===== src/design/x10fb_pkg.sv =====
// Shared types, constants and the frame builder for the X10 frame bit buffer.
package x10fb_pkg;

   localparam int FRAME_BITS = 22;
   localparam int BIT_IDX_W = 5;
   localparam logic [3:0] START_CODE = 4'b1110;

   typedef enum logic [1:0] {
      OP_APPEND_ADDR = 2'd0,
      OP_APPEND_CMD  = 2'd1,
      OP_CONSUME     = 2'd2,
      OP_CLEAR       = 2'd3
   } op_type;

   typedef enum logic [1:0] {
      ST_OK    = 2'd0,
      ST_EMPTY = 2'd1,
      ST_FULL  = 2'd2
   } status_type;

   typedef enum logic {
      S_IDLE  = 1'b0,
      S_FETCH = 1'b1
   } state_type;

   // controller -> datapath
   typedef struct packed {
      logic       append;
      logic       suffix;
      logic       fetch;
      logic       advance;
      logic       clear;
      logic       load;
      logic       use_mem;
      status_type status;
   } cmd_type;

   // datapath -> controller
   typedef struct packed {
      logic full;
      logic empty;
      logic rsp_busy;
   } stat_type;

   // each bit followed by its inverse, MSB first
   function automatic logic [7:0] comp_nibble(input logic [3:0] v);
      logic [7:0] r;
      for (int i = 0; i < 4; i++) begin
         r[2*i+1] = v[i];
         r[2*i]   = ~v[i];
      end
      return r;
   endfunction

   // first bit sent sits in the MSB
   function automatic logic [FRAME_BITS-1:0] frame_word(input logic [3:0] house,
                                                        input logic [3:0] code,
                                                        input logic       suffix);
      return {START_CODE, comp_nibble(house), comp_nibble(code), suffix, ~suffix};
   endfunction

endpackage


===== src/design/x10fb_ctrl.sv =====
// Request sequencer for the X10 frame bit buffer.
module x10fb_ctrl (
   input  logic               clock,
   input  logic               reset,
   input  logic               req_valid,
   input  logic [1:0]         req_operation,
   output logic               req_stall,
   input  logic               rsp_stall,
   input  x10fb_pkg::stat_type stat,
   output x10fb_pkg::cmd_type  cmd
);

   x10fb_pkg::state_type state_ff, state_in;
   x10fb_pkg::op_type    op;
   logic                 take;

   assign op        = x10fb_pkg::op_type'(req_operation);
   assign req_stall = !((state_ff == x10fb_pkg::S_IDLE) && (!stat.rsp_busy || !rsp_stall));
   assign take      = req_valid && !req_stall;

   always_ff @(posedge clock) begin
      if (reset) begin
         state_ff <= x10fb_pkg::S_IDLE;
      end else begin
         state_ff <= state_in;
      end
   end

   always_comb begin
      state_in = state_ff;
      case (state_ff)
         x10fb_pkg::S_IDLE: begin
            if (take && op == x10fb_pkg::OP_CONSUME && !stat.empty) begin
               state_in = x10fb_pkg::S_FETCH;
            end
         end
         x10fb_pkg::S_FETCH: begin
            state_in = x10fb_pkg::S_IDLE;
         end
         default: state_in = x10fb_pkg::S_IDLE;
      endcase
   end

   always_comb begin
      cmd = '0;
      cmd.status = x10fb_pkg::ST_OK;
      case (state_ff)
         x10fb_pkg::S_IDLE: begin
            if (take) begin
               case (op)
                  x10fb_pkg::OP_APPEND_ADDR, x10fb_pkg::OP_APPEND_CMD: begin
                     cmd.load = 1'b1;
                     if (stat.full) begin
                        cmd.status = x10fb_pkg::ST_FULL;
                     end else begin
                        cmd.append = 1'b1;
                        cmd.suffix = (op == x10fb_pkg::OP_APPEND_CMD);
                     end
                  end
                  x10fb_pkg::OP_CONSUME: begin
                     if (stat.empty) begin
                        cmd.load   = 1'b1;
                        cmd.status = x10fb_pkg::ST_EMPTY;
                     end else begin
                        cmd.fetch = 1'b1;
                     end
                  end
                  x10fb_pkg::OP_CLEAR: begin
                     cmd.load  = 1'b1;
                     cmd.clear = 1'b1;
                  end
                  default: cmd = '0;
               endcase
            end
         end
         x10fb_pkg::S_FETCH: begin
            cmd.load    = 1'b1;
            cmd.use_mem = 1'b1;
            cmd.advance = 1'b1;
         end
         default: cmd = '0;
      endcase
   end

endmodule


===== src/design/x10fb_datapath.sv =====
// Frame memory, read/write pointers and response register of the X10 frame bit buffer.
module x10fb_datapath #(
   parameter int CAPACITY_BITS = 256
) (
   input  logic               clock,
   input  logic               reset,
   input  logic [3:0]         req_house,
   input  logic [3:0]         req_code,
   input  x10fb_pkg::cmd_type  cmd,
   output x10fb_pkg::stat_type stat,
   output logic               rsp_valid,
   input  logic               rsp_stall,
   output logic               rsp_bit_res,
   output logic [1:0]         rsp_status
);

   localparam int FRAMES  = CAPACITY_BITS / x10fb_pkg::FRAME_BITS;
   localparam int CNT_W   = $clog2(FRAMES + 1);
   localparam int FIDX_W  = (FRAMES > 1) ? $clog2(FRAMES) : 1;
   localparam logic [CNT_W-1:0] FRAMES_C = CNT_W'(FRAMES);
   localparam logic [x10fb_pkg::BIT_IDX_W-1:0] LAST_BIT =
      x10fb_pkg::BIT_IDX_W'(x10fb_pkg::FRAME_BITS - 1);

   // frames always start at multiples of the frame length, so store whole frames
   logic [x10fb_pkg::FRAME_BITS-1:0] frame_mem [FRAMES];
   logic [x10fb_pkg::FRAME_BITS-1:0] mem_rd_ff;

   logic [CNT_W-1:0]                  wr_frame_ff, rd_frame_ff;
   logic [x10fb_pkg::BIT_IDX_W-1:0]   rd_bit_ff;
   logic                              rsp_valid_ff;
   logic                              rsp_bit_ff;
   x10fb_pkg::status_type             rsp_status_ff;
   logic [x10fb_pkg::BIT_IDX_W-1:0]   bit_sel;

   assign stat.full     = (wr_frame_ff == FRAMES_C);
   assign stat.empty    = (rd_frame_ff == wr_frame_ff);
   assign stat.rsp_busy = rsp_valid_ff;

   assign bit_sel = LAST_BIT - rd_bit_ff;

   always_ff @(posedge clock) begin
      if (cmd.append) begin
         frame_mem[wr_frame_ff[FIDX_W-1:0]] <= x10fb_pkg::frame_word(req_house, req_code,
                                                                     cmd.suffix);
      end
      if (cmd.fetch) begin
         mem_rd_ff <= frame_mem[rd_frame_ff[FIDX_W-1:0]];
      end
   end

   always_ff @(posedge clock) begin
      if (reset) begin
         wr_frame_ff <= '0;
         rd_frame_ff <= '0;
         rd_bit_ff   <= '0;
      end else if (cmd.clear) begin
         wr_frame_ff <= '0;
         rd_frame_ff <= '0;
         rd_bit_ff   <= '0;
      end else begin
         if (cmd.append) begin
            wr_frame_ff <= wr_frame_ff + CNT_W'(1);
         end
         if (cmd.advance) begin
            if (rd_bit_ff == LAST_BIT) begin
               rd_bit_ff   <= '0;
               rd_frame_ff <= rd_frame_ff + CNT_W'(1);
            end else begin
               rd_bit_ff <= rd_bit_ff + x10fb_pkg::BIT_IDX_W'(1);
            end
         end
      end
   end

   always_ff @(posedge clock) begin
      if (reset) begin
         rsp_valid_ff <= 1'b0;
      end else if (cmd.load) begin
         rsp_valid_ff <= 1'b1;
      end else if (!rsp_stall) begin
         rsp_valid_ff <= 1'b0;
      end
   end

   always_ff @(posedge clock) begin
      if (cmd.load) begin
         rsp_bit_ff    <= cmd.use_mem ? mem_rd_ff[bit_sel] : 1'b0;
         rsp_status_ff <= cmd.status;
      end
   end

   assign rsp_valid   = rsp_valid_ff;
   assign rsp_bit_res = rsp_bit_ff;
   assign rsp_status  = rsp_status_ff;

   a_rd_not_past_wr: assert property (@(posedge clock) disable iff (reset)
      rd_frame_ff <= wr_frame_ff)
      else $error("read pointer passed write pointer");

   a_wr_in_range: assert property (@(posedge clock) disable iff (reset)
      wr_frame_ff <= FRAMES_C)
      else $error("write pointer beyond capacity");

   a_load_slot_free: assert property (@(posedge clock) disable iff (reset)
      cmd.load |-> (!rsp_valid_ff || !rsp_stall))
      else $error("response overwritten while stalled");

   a_fetch_then_load: assert property (@(posedge clock) disable iff (reset)
      cmd.fetch |=> (cmd.load && cmd.use_mem))
      else $error("fetched bit not delivered");

   a_drained_reads_zero_offset: assert property (@(posedge clock) disable iff (reset)
      stat.empty |-> (rd_bit_ff == '0))
      else $error("bit offset set with no frame pending");

endmodule


===== src/design/x10_frame_bit_buffer.sv =====
// Top level of the X10 frame bit buffer: sequencer plus frame datapath.
//
// Request channel (req_valid/req_stall): req_operation selects append address
// frame, append command frame, consume one bit, or clear. req_house and
// req_code feed the two appends. Response channel (rsp_valid/rsp_stall): one
// response per request, carrying rsp_bit_res and rsp_status (ok, nothing left,
// frame rejected as full).
// An append writes a whole 22-bit frame into one entry of the frame memory,
// so appends, clears and refused consumes answer directly: the response is
// valid the cycle after the request is taken. A consume that returns a bit
// first reads its frame into the registered read port of the frame memory
// and then loads the response; the next request is taken once it is loaded.
// Capacity is CAPACITY_BITS / 22 frames; leftover bits are never used.
// Reset empties the buffer at once (no clearing pass) and drops any pending
// response. While rsp_stall holds a waiting response, req_stall is raised and
// no further request is taken.
module x10_frame_bit_buffer #(
   parameter int CAPACITY_BITS = 256
) (
   input  logic       clock,
   input  logic       reset,
   input  logic       req_valid,
   output logic       req_stall,
   input  logic [1:0] req_operation,
   input  logic [3:0] req_house,
   input  logic [3:0] req_code,
   output logic       rsp_valid,
   input  logic       rsp_stall,
   output logic       rsp_bit_res,
   output logic [1:0] rsp_status
);

   x10fb_pkg::cmd_type  cmd;
   x10fb_pkg::stat_type stat;

   x10fb_ctrl u_ctrl (
      .clock         (clock),
      .reset         (reset),
      .req_valid     (req_valid),
      .req_operation (req_operation),
      .req_stall     (req_stall),
      .rsp_stall     (rsp_stall),
      .stat          (stat),
      .cmd           (cmd)
   );

   x10fb_datapath #(
      .CAPACITY_BITS (CAPACITY_BITS)
   ) u_datapath (
      .clock       (clock),
      .reset       (reset),
      .req_house   (req_house),
      .req_code    (req_code),
      .cmd         (cmd),
      .stat        (stat),
      .rsp_valid   (rsp_valid),
      .rsp_stall   (rsp_stall),
      .rsp_bit_res (rsp_bit_res),
      .rsp_status  (rsp_status)
   );

endmodule


===== config.mk =====
export PLATFORM = sky130hd
export DESIGN_NAME = x10_frame_bit_buffer
export DESIGN_NICKNAME = d
export VERILOG_FILES = /design/src/design/x10fb_pkg.sv /design/src/design/x10fb_ctrl.sv /design/src/design/x10fb_datapath.sv /design/src/design/x10_frame_bit_buffer.sv
export SDC_FILE = /design/constraint.sdc
export NUM_CORES = 1
export LEC_CHECK = 0
export CAP_MARGIN = 20
export CORE_ASPECT_RATIO = 1.25
export CORE_MARGIN = 3
export CORE_UTILIZATION = 60
export CTS_BUF_LIST = sky130_fd_sc_hd__clkbuf_2 sky130_fd_sc_hd__clkbuf_4 sky130_fd_sc_hd__clkbuf_8
export DETAILED_ROUTE_END_ITERATION = 10
export DONT_BUFFER_PORTS = 1
export PLACE_DENSITY = 0.75
export SYNTH_ARGS = -nofsm -noshare
export SYNTH_HDL_FRONTEND = slang
export SYNTH_SLANG_ARGS = --single-unit

===== constraint.sdc =====
create_clock -name clock -period 4.45 [get_ports clock]
set_input_delay 0.445 -clock clock [delete_from_list [all_inputs] [get_ports clock]]
set_output_delay 0.445 -clock clock [all_outputs]
set_load 0.01 [all_outputs]

==> results of run 1 <==
cell usage after synthesis:
master and n:
or4b_1 1, inv_1 15, mux4_1 1, and3_1 2, or2_2 1, and2_1 8
nand4_1 1, o22ai_1 1, clkbuf_1 10, mux2_2 18, a21oi_1 10, nor4_2 1
o21bai_1 1, mux2i_1 2, xor2_1 10, nand2b_1 4, buf_1 3, buf_2 5
and4b_1 1, o2111ai_1 1, nand3b_1 2, nor2b_1 4, nand3_1 5, buf_12 1
buf_6 2, xnor2_1 3, or4_1 2, edfxtp_1 219, nor4b_1 3, nand2_1 7
nor3_1 2, o21ai_0 2, a2111oi_0 1, ha_1 9, o311ai_2 1, dfxtp_1 15
nand4b_1 1, nor3b_1 3, o21ai_1 1, or3_1 1, nor2_1 15, a41o_1 1
mux4_2 56
layout make-up:
type / count / area, um^2 / share of cell area
inverter: 15 / 56.3 / 0.00553
tap: 208 / 260 / 0.0256
multi-input combinational: 182 / 2250 / 0.221
clock buffer: 48 / 592 / 0.0581
sequential: 234 / 6880 / 0.676
clock inverter: 9 / 66.3 / 0.00651
timing repair buffer: 9 / 77.6 / 0.00762
placed cells by master (no fill, tap or decap), types with 4 or more instances in the layout:
master / netlist / routed
clkbuf_4: 0 / 11
a21oi_1: 10 / 10
nand2_1: 7 / 7
mux2_2: 18 / 18
clkbuf_8: 0 / 37
nor2b_1: 4 / 4
mux4_2: 56 / 56
inv_1: 15 / 15
dfxtp_1: 15 / 13
nor2_1: 15 / 15
edfxtp_1: 219 / 219
nand2b_1: 4 / 4
and2_1: 8 / 8
buf_4: 0 / 7
nand3_1: 5 / 5
ha_1: 9 / 9
xor2_1: 10 / 10
clkinv_2: 0 / 5
metal layers:
metal	wire [um]	share of wire	vias up	track usage
li1	-	-	1876	-
met1	6730	0.41	2211	0.302
met3	1090	0.065	21	0.0488
met4	286	0.017	0	0.0688
met5	0	0	-	0
met2	8490	0.51	147	0.320
power groups by stage:
| stage | Sequential (W) | Combinational (W) | Clock, W |
|---|---|---|---|
| floorplan | 0.00248 | 0.0000513 | 0 |
| global placement | 0.00248 | 0.0000729 | 0 |
| detailed placement | 0.00248 | 0.0000760 | 0 |
| CTS | 0.00243 | 0.0000775 | 0.00169 |
| global route | 0.00243 | 0.0000843 | 0.00179 |
| finish | 0.00243 | 0.0000762 | 0.00165 |
state kept, by name (all words and copies together), names as in the netlist:
name and flops:
u_datapath.mem_rd_ff 18, u_datapath.rd_frame_ff 4, u_datapath.rsp_status 2, u_datapath.rd_bit_ff 5, u_datapath.rsp_valid 1, u_datapath.rsp_bit_res 1
u_datapath.frame_mem 198, u_datapath.wr_frame_ff 4, u_ctrl.state_ff 1
cell families (layout without fill, tap and decap cells):
family | count (synthesis) | in the layout | share of synthesized area
AO/OA/AOI/OAI | 19 | 19 | 0.0132
XOR/XNOR | 13 | 13 | 0.0123
adder cells (fa/ha/maj) | 9 | 9 | 0.0121
buffers and inverters | 36 | 81 | 0.0186
flip-flops | 234 | 234 | 0.741
multiplexers | 77 | 77 | 0.163
AND/OR/NAND/NOR | 64 | 64 | 0.0398
repair_timing:
action | in CTS | in global routing
endpoints found under the hold margin | 1 | 0
hold buffers | 1 | 0
setup endpoints to repair | 0 | 0
stage by stage:
stage          power [W]  cells  worst slack, ns
2_1_floorplan    0.00253    452            0.946
3_3_place_gp     0.00255    646             1.45
3_5_place_dp     0.00255    646             1.25
4_1_cts          0.00420    704             1.24
5_1_grt          0.00431    705            0.999
6_report         0.00416    705             1.21
worst max-delay path by stage:
stage                               start                           to  slack [ns]  depth (start not counted)
after global routing      u_ctrl.state_ff   u_datapath.frame_mem[5][8]         1.0                          4
after global placement    u_ctrl.state_ff  u_datapath.frame_mem[4][17]        1.45                          4
final                     u_ctrl.state_ff   u_datapath.frame_mem[5][9]        1.21                          4
after CTS                 u_ctrl.state_ff   u_datapath.frame_mem[4][8]        1.24                          4
after detailed placement  u_ctrl.state_ff  u_datapath.frame_mem[4][17]        1.25                          4
after floorplan                 rsp_stall   u_datapath.frame_mem[0][0]        0.95                          4
==> flow_summary_export.csv, run 1 <==
group,metric,value,unit
final_layout,area_growth,9.74,%
global_routing,grt_usage,0.209,
yosys,ys_ff_latch,234,
yosys,synth_area,9280,um^2
placed_design,placed_area,9500,um^2
timing,finClkSkew,0.0146,ns
placed_design,hpwl,10.1,mm
final_layout,postLayoutCellArea,10200,um^2
global_routing,overflow,0,
power,leakagePower,3.23,nW
floorplanning,initial_utilization,0.615,
timing,holdWs,0.0245,ns
yosys,yosys_warnings,0,
setup_path,crit_family,"simple AND/OR/NAND/NOR gates",
setup_path,worstPathCellList,"a21oi_1 -> nand3b_1 -> nor3b_1 -> and2_1",
yosys,synth.net_count,475,
setup_path,regToRegStartpoint,"u_ctrl.state_ff",
drt,ant_nets,0,
clock_tree,clkTransAtPathRegs,0.06,ns
clock_tree,cts_tree,"done",
clock_tree,clk_latency,0.49,ns
hold_path,hold_path_depth,1,
power,p_switching,0.000794,W
hold_path,min-delay-start,"reset",
clock_tree,cts-resized-gates,0,
timing,hold_violations,0,
setup_path,required,4.55,ns
clock_tree,post_cts_buffers,0,
yosys,yosys.area.top_type_share,0.709,
power,p_seq_frac,0.585,
status,outcome,"finished, final reports clean",
global_routing,grt_pass1_wl,26.2,mm
placed_design,globalplace.congestion,0.743,
timing,setup_tns,0,ns
clock_tree,cts_buffers,35,
placed_design,port_buffers,0,
drt,drt_iter0_markers,343,
floorplanning,core_area,15100,um^2
timing,post-route-period-util,0.729,
clock_tree,clock_path_buffers,3,
timing,min_period,3.24,ns
timing,setup_viol,0,
yosys,syn_inst,452,
clock_tree,numClockSinks,234,
setup_path,worst-path-max-fanout,18,
final_layout,fin_util,0.675,
clock_tree,ctsRootBufferMaster,"clkbuf_8",
drt,firstDrtPassIters,5,
global_routing,grt_max_degree,40,
floorplanning,die_w,117,um
drt,routed_via_density,6.04,
setup_path,slowest_stage,"and2_1",
setup_path,path_buf_inv,0,
yosys,yosysTopAreaCell,"edfxtp_1",
yosys,avgSynthCellArea,20.5,um^2
flow_run,drv_cap,0,
hold_path,min_to,"u_ctrl.state_ff",
drt,routed_wl,16.6,mm
drt,vias,4255,
hold_path,hold_path.class,"primary input to flip-flop",
power,clockPowerShare,0.397,
setup_path,reg2reg_to,"u_datapath.frame_mem[5][9]",
setup_path,worst_setup_path_start_kind,"flip-flop",
global_routing,grt_pass1_vias,4657,
setup_path,r2r_slack,1.21,ns
global_routing,antenna_found_initial,0,
power,p_comb_frac,0.018,
setup_path,slowest_delay,0.92,ns
power,p_int,0.00337,W
power,powerDensity,409,nW/um^2
final_layout,antenna_cells,0,
timing,slew_viol_final,0,
yosys,synth.area.top_cells,"edfxtp_1, mux4_2, dfxtp_1",
timing,worst_pin_slew,1.09,ns
yosys,synth_cell_types,43,
power,vdd_drop_max,0.338,mV
timing,fmax,0.308,GHz
clock_tree,h-tree-depth,2,
yosys,ys_seq_area_frac,0.741,
final_layout,fillers,969,
drt,drc_errors,0,
timing,rsz0062_at_grt,"false",
setup_path,arrival,3.34,ns
final_layout,nets,500,
drt,wl_per_cell,23.5,um
setup_path,ff2ff_path_depth,4,
floorplanning,row_count,50,
floorplanning,die_area,17000,um^2
setup_path,crit_path_end_kind,"flip-flop",
final_layout,drive_gt1_frac,0.290,
timing,max-slew-margin-rel,0.275,
power,p_sw_frac,0.191,
floorplanning,die_h,145,um
setup_path,crit_type,"flip-flop to flip-flop",
floorplanning,io_pins,19,
No activity file was read; power rests on OpenSTA's default activity.
==> inputs of run 2 (changes only) <==
==> constraint.sdc (replaced) <==
create_clock -name clock -period 3.15 [get_ports clock]
set_input_delay 0.315 -clock clock [delete_from_list [all_inputs] [get_ports clock]]
set_output_delay 0.315 -clock clock [all_outputs]
set_load 0.01 [all_outputs]
==> run 2 against run 1 <==
Sequential cell count stayed put. Sequential power is 42% higher. Global-route usage grew 0.49 points. Critical path type unchanged. Combinational power up 64%. Highest routed layer unchanged. Clock skew increased by 0.0028 ns. Power increased by 45%. Sequential share of layout area fell by 1.6 points. Final cell count rose by 3.7%. Worst setup slack got worse by 0.67 ns. Non-clock buffer count up 20. Count of clock-buffer cells in the layout is 1 higher.
==> flow_summary_export.csv, run 2 (synthesis results as in run 1) <==
group,metric,value,unit
clock_tree,cts_tree,"done",
global_routing,grt_max_degree,27,
setup_path,ff2ff_path_depth,5,
final_layout,largest_reg_flops,198,
placed_design,hpwl,9.79,mm
setup_path,required,3.31,ns
placed_design,port_buffers,0,
clock_tree,h-tree-depth,2,
status,outcome,"finished, final reports clean",
clock_tree,clk_latency,0.51,ns
floorplanning,row_count,50,
placed_design,globalplace.congestion,0.835,
power,total_power,0.00603,W
final_layout,most-common-layout-cells,"edfxtp_1, mux4_2, clkbuf_8",
drt,wl_per_cell,23.0,um
clock_tree,numClockSinks,234,
clock_tree,ctsRootBufferMaster,"clkbuf_8",
drt,routed_via_density,5.89,
final_layout,drive_gt1_frac,0.304,
drt,drt_iter0_markers,351,
clock_tree,clkTransAtPathRegs,0.06,ns
drt,drc_errors,0,
setup_path,reg2reg_to,"u_datapath.frame_mem[4][14]",
timing,min_period,2.62,ns
power,leakagePower,3.36,nW
timing,setup_viol,0,
clock_tree,cts-resized-gates,0,
global_routing,grt_pass1_vias,4669,
global_routing,overflow,0,
power,powerDensity,578,nW/um^2
hold_path,min-delay-start,"req_valid",
setup_path,crit_path_end_kind,"flip-flop",
final_layout,postLayoutCellArea,10400,um^2
final_layout,final_common_cell,"edfxtp_1",
placed_design,post-place-cells,658,
clock_tree,post_cts_buffers,0,
timing,hold_violations,0,
global_routing,grt_pass1_wl,26.8,mm
setup_path,crit_type,"flip-flop to flip-flop",
global_routing,antenna_found_initial,0,
power,vdd_drop_max,0.518,mV
drt,routed_wl,16.8,mm
clock_tree,cts_hold_buf,10,
timing,holdWs,0.0836,ns
drt,ant_nets,0,
flow_run,drv_cap,0,
timing,fmax,0.382,GHz
global_routing,grt_usage,0.214,
setup_path,arrival,2.78,ns
timing,post-route-period-util,0.831,
timing,slew_viol_final,0,
setup_path,path_buf_inv,1,
timing,max-slew-margin-rel,0.566,
placed_design,placed_area,9610,um^2
hold_path,hold_path_depth,3,
final_layout,area_growth,12.5,%
floorplanning,core_area,15100,um^2
hold_path,hold_path.class,"primary input to flip-flop",
setup_path,r2r_slack,0.53,ns
floorplanning,die_area,17000,um^2
timing,worst_pin_slew,0.650,ns
timing,rsz0062_at_grt,"false",
timing,fin_ws,0.534,ns
clock_tree,clock_path_buffers,3,
floorplanning,die_w,117,um
hold_path,min_to,"u_ctrl.state_ff",
setup_path,crit_family,"simple AND/OR/NAND/NOR gates",
drt,vias,4308,
setup_path,slowest_delay,0.46,ns
placed_design,place_ws,0.568,ns
final_layout,antenna_cells,0,
setup_path,worst-path-max-fanout,18,
clock_tree,cts_buffers,36,
floorplanning,die_h,145,um
setup_path,slowest_stage,"nor3b_1",
setup_path,worst_setup_path_start_kind,"flip-flop",
timing,finClkSkew,0.0174,ns
floorplanning,io_pins,19,
final_layout,nets,521,
final_layout,layoutNonFillerInstCount,731,
setup_path,worstPathCellList,"a21oi_1 -> nand3b_1 -> nor3b_1 -> and2_1 -> buf_4",
drt,firstDrtPassIters,4,
setup_path,regToRegStartpoint,"u_ctrl.state_ff",
floorplanning,initial_utilization,0.615,
run 2: tightest hold or removal path, stage by stage:
cell and delay, ns:
nand2_1 0.05, or2_2 0.13, nor3_1 0.05
run 2: how the worst max path moves through the flow:
stage,from,to,slack [ns],cells past startpoint
after detailed placement,u_ctrl.state_ff,u_datapath.frame_mem[4][5],0.57,5
after floorplan,u_datapath.rsp_valid,u_datapath.frame_mem[0][0],-0.23,4
after global placement,u_ctrl.state_ff,u_datapath.frame_mem[3][2],0.77,5
final,u_ctrl.state_ff,u_datapath.frame_mem[4][14],0.53,5
after global routing,u_ctrl.state_ff,u_datapath.frame_mem[4][2],0.26,5
after CTS,u_ctrl.state_ff,u_datapath.frame_mem[4][2],0.54,5
run 2: metrics by stage:
stage	utilization	setup TNS, ns
2_1_floorplan	-	-12.40
3_3_place_gp	0.638	0
3_5_place_dp	0.638	0
4_1_cts	0.692	0
5_1_grt	0.692	0
6_report	0.692	0
run 2: final cells by class:
type	count	area, um^2
Multi-Input combinational cell	182	2250
Tap cell	208	260
Inverter	15	56.3
Sequential cell	234	6880
Clock inverter	14	116
Clock buffer	49	606
Fill cell	921	4640
Timing Repair Buffer	29	268
run 2: routing by layer:
metal / global-route usage / routed length, um / vias to the layer above
li1: - / - / 1923
met1: 0.302 / 6650 / 2223
met2: 0.337 / 8670 / 129
met3: 0.0434 / 1100 / 33
met4: 0.0723 / 423 / 0
met5: 0 / 0 / -
run 2: where the power goes:
part	total, W	switching, W	internal [W]	leakage, nW
Combinational	0.000125	0.0000773	0.0000480	0.879
Sequential	0.00344	0.0000122	0.00342	2.10
Clock	0.00247	0.00106	0.00141	0.384
==> inputs of run 3 (changes only) <==
--- a/config.mk
+++ b/config.mk
@@ -8,11 +8,11 @@
 export CAP_MARGIN = 20
 export CORE_ASPECT_RATIO = 1.25
 export CORE_MARGIN = 3
-export CORE_UTILIZATION = 60
+export CORE_UTILIZATION = 59
 export CTS_BUF_LIST = sky130_fd_sc_hd__clkbuf_2 sky130_fd_sc_hd__clkbuf_4 sky130_fd_sc_hd__clkbuf_8
 export DETAILED_ROUTE_END_ITERATION = 10
 export DONT_BUFFER_PORTS = 1
-export PLACE_DENSITY = 0.75
+export PLACE_DENSITY = 0.77
 export SYNTH_ARGS = -nofsm -noshare
 export SYNTH_HDL_FRONTEND = slang
 export SYNTH_SLANG_ARGS = --single-unit
==> constraint.sdc (replaced) <==
create_clock -name clock -period 2.1 [get_ports clock]
set_input_delay 0.21 -clock clock [delete_from_list [all_inputs] [get_ports clock]]
set_output_delay 0.21 -clock clock [all_outputs]
set_load 0.01 [all_outputs]
==> run 3 against run 2 <==
First-iteration DRC count fell by 3.4%. Hold slack worse by 0.062 ns. Core utilization up 1.8 points. Fmax grew 32%. Design area up 3.4%. Power grew 53%. Clock power rose by 56%. Clock skew shrank 0.0041 ns.
==> flow_summary_export.csv, run 3 (synthesis results as in run 1) <==
group,metric,value,unit
status,outcome,"finished, final reports clean",
timing,finClkSkew,0.0132,ns
drt,drt_iter0_markers,339,
power,vdd_drop_max,0.643,mV
final_layout,seqCellArea,6880,um^2
power,powerDensity,855,nW/um^2
global_routing,grt_pass1_wl,28.5,mm
drt,routed_via_density,5.93,
global_routing,top_usage_layer,"met2",
setup_path,reg2reg_to,"u_datapath.frame_mem[3][5]",
final_layout,drive_gt1_frac,0.335,
setup_path,ff2ff_path_depth,5,
global_routing,grt_pass1_vias,4836,
floorplanning,core_area,15200,um^2
floorplanning,die_h,146,um
final_layout,multiInputGateArea,2290,um^2
timing,hold_violations,0,
global_routing,overflow,0,
clock_tree,clock_path_buffers,3,
final_layout,area_growth,16.3,%
setup_path,cp-endpoint,"u_datapath.frame_mem[3][5]",
setup_path,r2r_slack,0.12,ns
timing,holdWs,0.0214,ns
placed_design,globalplace.congestion,0.796,
timing,post-route-period-util,0.944,
setup_path,regToRegStartpoint,"u_datapath.wr_frame_ff[1]",
setup_path,path_buf_inv,3,
final_layout,largest_reg_flops,198,
setup_path,arrival,2.18,ns
placed_design,post-place-cells,670,
drt,wl_per_cell,24.1,um
final_layout,fillers,916,
setup_path,worstPathCellList,"ha_2 -> inv_1 -> or4_1 -> inv_1 -> buf_12",
placed_design,port_buffers,0,
floorplanning,initial_utilization,0.610,
clock_tree,cts_buffers,37,
drt,routed_wl,18.0,mm
setup_path,slowest_stage,"or4_1",
setup_path,crit_family,"simple AND/OR/NAND/NOR gates",
drt,vias,4439,
final_layout,antenna_cells,0,
drt,ant_nets,0,
final_layout,layoutNonFillerInstCount,748,
setup_path,crit_path_end_kind,"flip-flop",
timing,setup_tns,0,ns
timing,fmax,0.504,GHz
clock_tree,clk_latency,0.51,ns
global_routing,grt_usage,0.222,
floorplanning,io_pins,19,
global_routing,use_met1,0.282,
setup_path,crit_type,"flip-flop to flip-flop",
global_routing,grt_max_degree,29,
setup_path,required,2.30,ns
timing,worst_pin_slew,0.557,ns
setup_path,path_depth,5,
clock_tree,clkTransAtPathRegs,0.06,ns
setup_path,slowest_delay,0.52,ns
clock_tree,ctsRootBufferMaster,"clkbuf_8",
hold_path,hold_path.class,"primary input to flip-flop",
global_routing,antenna_found_initial,0,
clock_tree,h-tree-depth,2,
global_routing,grt_use_met2,0.367,
clock_tree,numClockSinks,234,
floorplanning,row_count,50,
flow_run,drv_cap,0,
clock_tree,cts_tree,"done",
setup_path,critPathLaunch,"u_datapath.wr_frame_ff[1]",
setup_path,worst_setup_path_start_kind,"flip-flop",
drt,drc_errors,0,
timing,slew_viol_final,0,
timing,min_period,1.98,ns
timing,rsz0062_at_grt,"false",
placed_design,hpwl,10.2,mm
power,leakagePower,3.49,nW
setup_path,worst-path-max-fanout,18,
final_layout,most-common-layout-cells,"edfxtp_1, mux4_2, clkbuf_8",
floorplanning,die_area,17300,um^2
final_layout,nets,535,
final_layout,final_common_cell,"edfxtp_1",
floorplanning,die_w,118,um
timing,setup_viol,0,
drt,firstDrtPassIters,4,
timing,max-slew-margin-rel,0.628,
setup_path,cpMostUsedCell,"inv_1",
global_routing,grt_use_met3,0.0508,
run 3: per-layer routing:
metal  vias up  wire (um)
met1      2274       6820
met4         0        527
li1       1958          -
met5         -          0
met2       171       9420
met3        36       1270
run 3: what timing repair did:
action | CTS | global route
hold endpoints to repair | 117 | 0
buffers inserted | 0 | 0
gates resized for setup | 1 | 2
hold buffers | 11 | 0
setup endpoints to repair | 1 | 65
run 3: per-stage QoR:
stage / worst slack [ns] / instance area (um^2) / utilization / total power [W]
after floorplan: 0.0210 / 9330 / - / 0.00536
after global placement: 0.0410 / 9920 / 0.652 / 0.00542
after detailed placement: 0.0144 / 9920 / 0.652 / 0.00543
after CTS: 0.0815 / 10800 / 0.709 / 0.00932
after global routing: 0.0268 / 10800 / 0.710 / 0.00957
final: 0.118 / 10800 / 0.710 / 0.00922
run 3: layout make-up:
| type | count | share of cell area |
|---|---|---|
| clock inverters | 15 | 0.0110 |
| flip-flops and latches | 234 | 0.638 |
| clock buffers | 52 | 0.0588 |
| multi-input cells | 182 | 0.212 |
| repair buffers | 42 | 0.0503 |
| well taps | 208 | 0.0241 |
| inverters | 15 | 0.00522 |
run 3: worst reg2reg max path, delay by kind of cell, from the launching register on:
family	cells	cell delay, ns
adders and majority gates	1	0.29
DFF	1	0.46
buffers and inverters	3	0.41
and+or+nand+nor	1	0.52
run 3: how the worst min path moves through the flow:
stage / from / end / slack, ns / cells after the start
final: req_house[0] / u_datapath.frame_mem[10][10] / 0.02 / 1
after global routing: req_code[3] / u_datapath.frame_mem[6][8] / 0.02 / 1
after CTS: req_house[0] / u_datapath.frame_mem[5][10] / 0.001 / 1
after detailed placement: reset / u_datapath.rsp_valid / 0.28 / 1
after global placement: reset / u_datapath.rsp_valid / 0.28 / 1
after floorplan: reset / u_datapath.rsp_valid / 0.28 / 1
run 3: power breakdown:
| part | total (W) | internal (W) | switching (W) |
|---|---|---|---|
| logic | 0.000209 | 0.0000896 | 0.000120 |
| registers | 0.00516 | 0.00514 | 0.0000187 |
| clock network | 0.00386 | 0.00220 | 0.00165 |
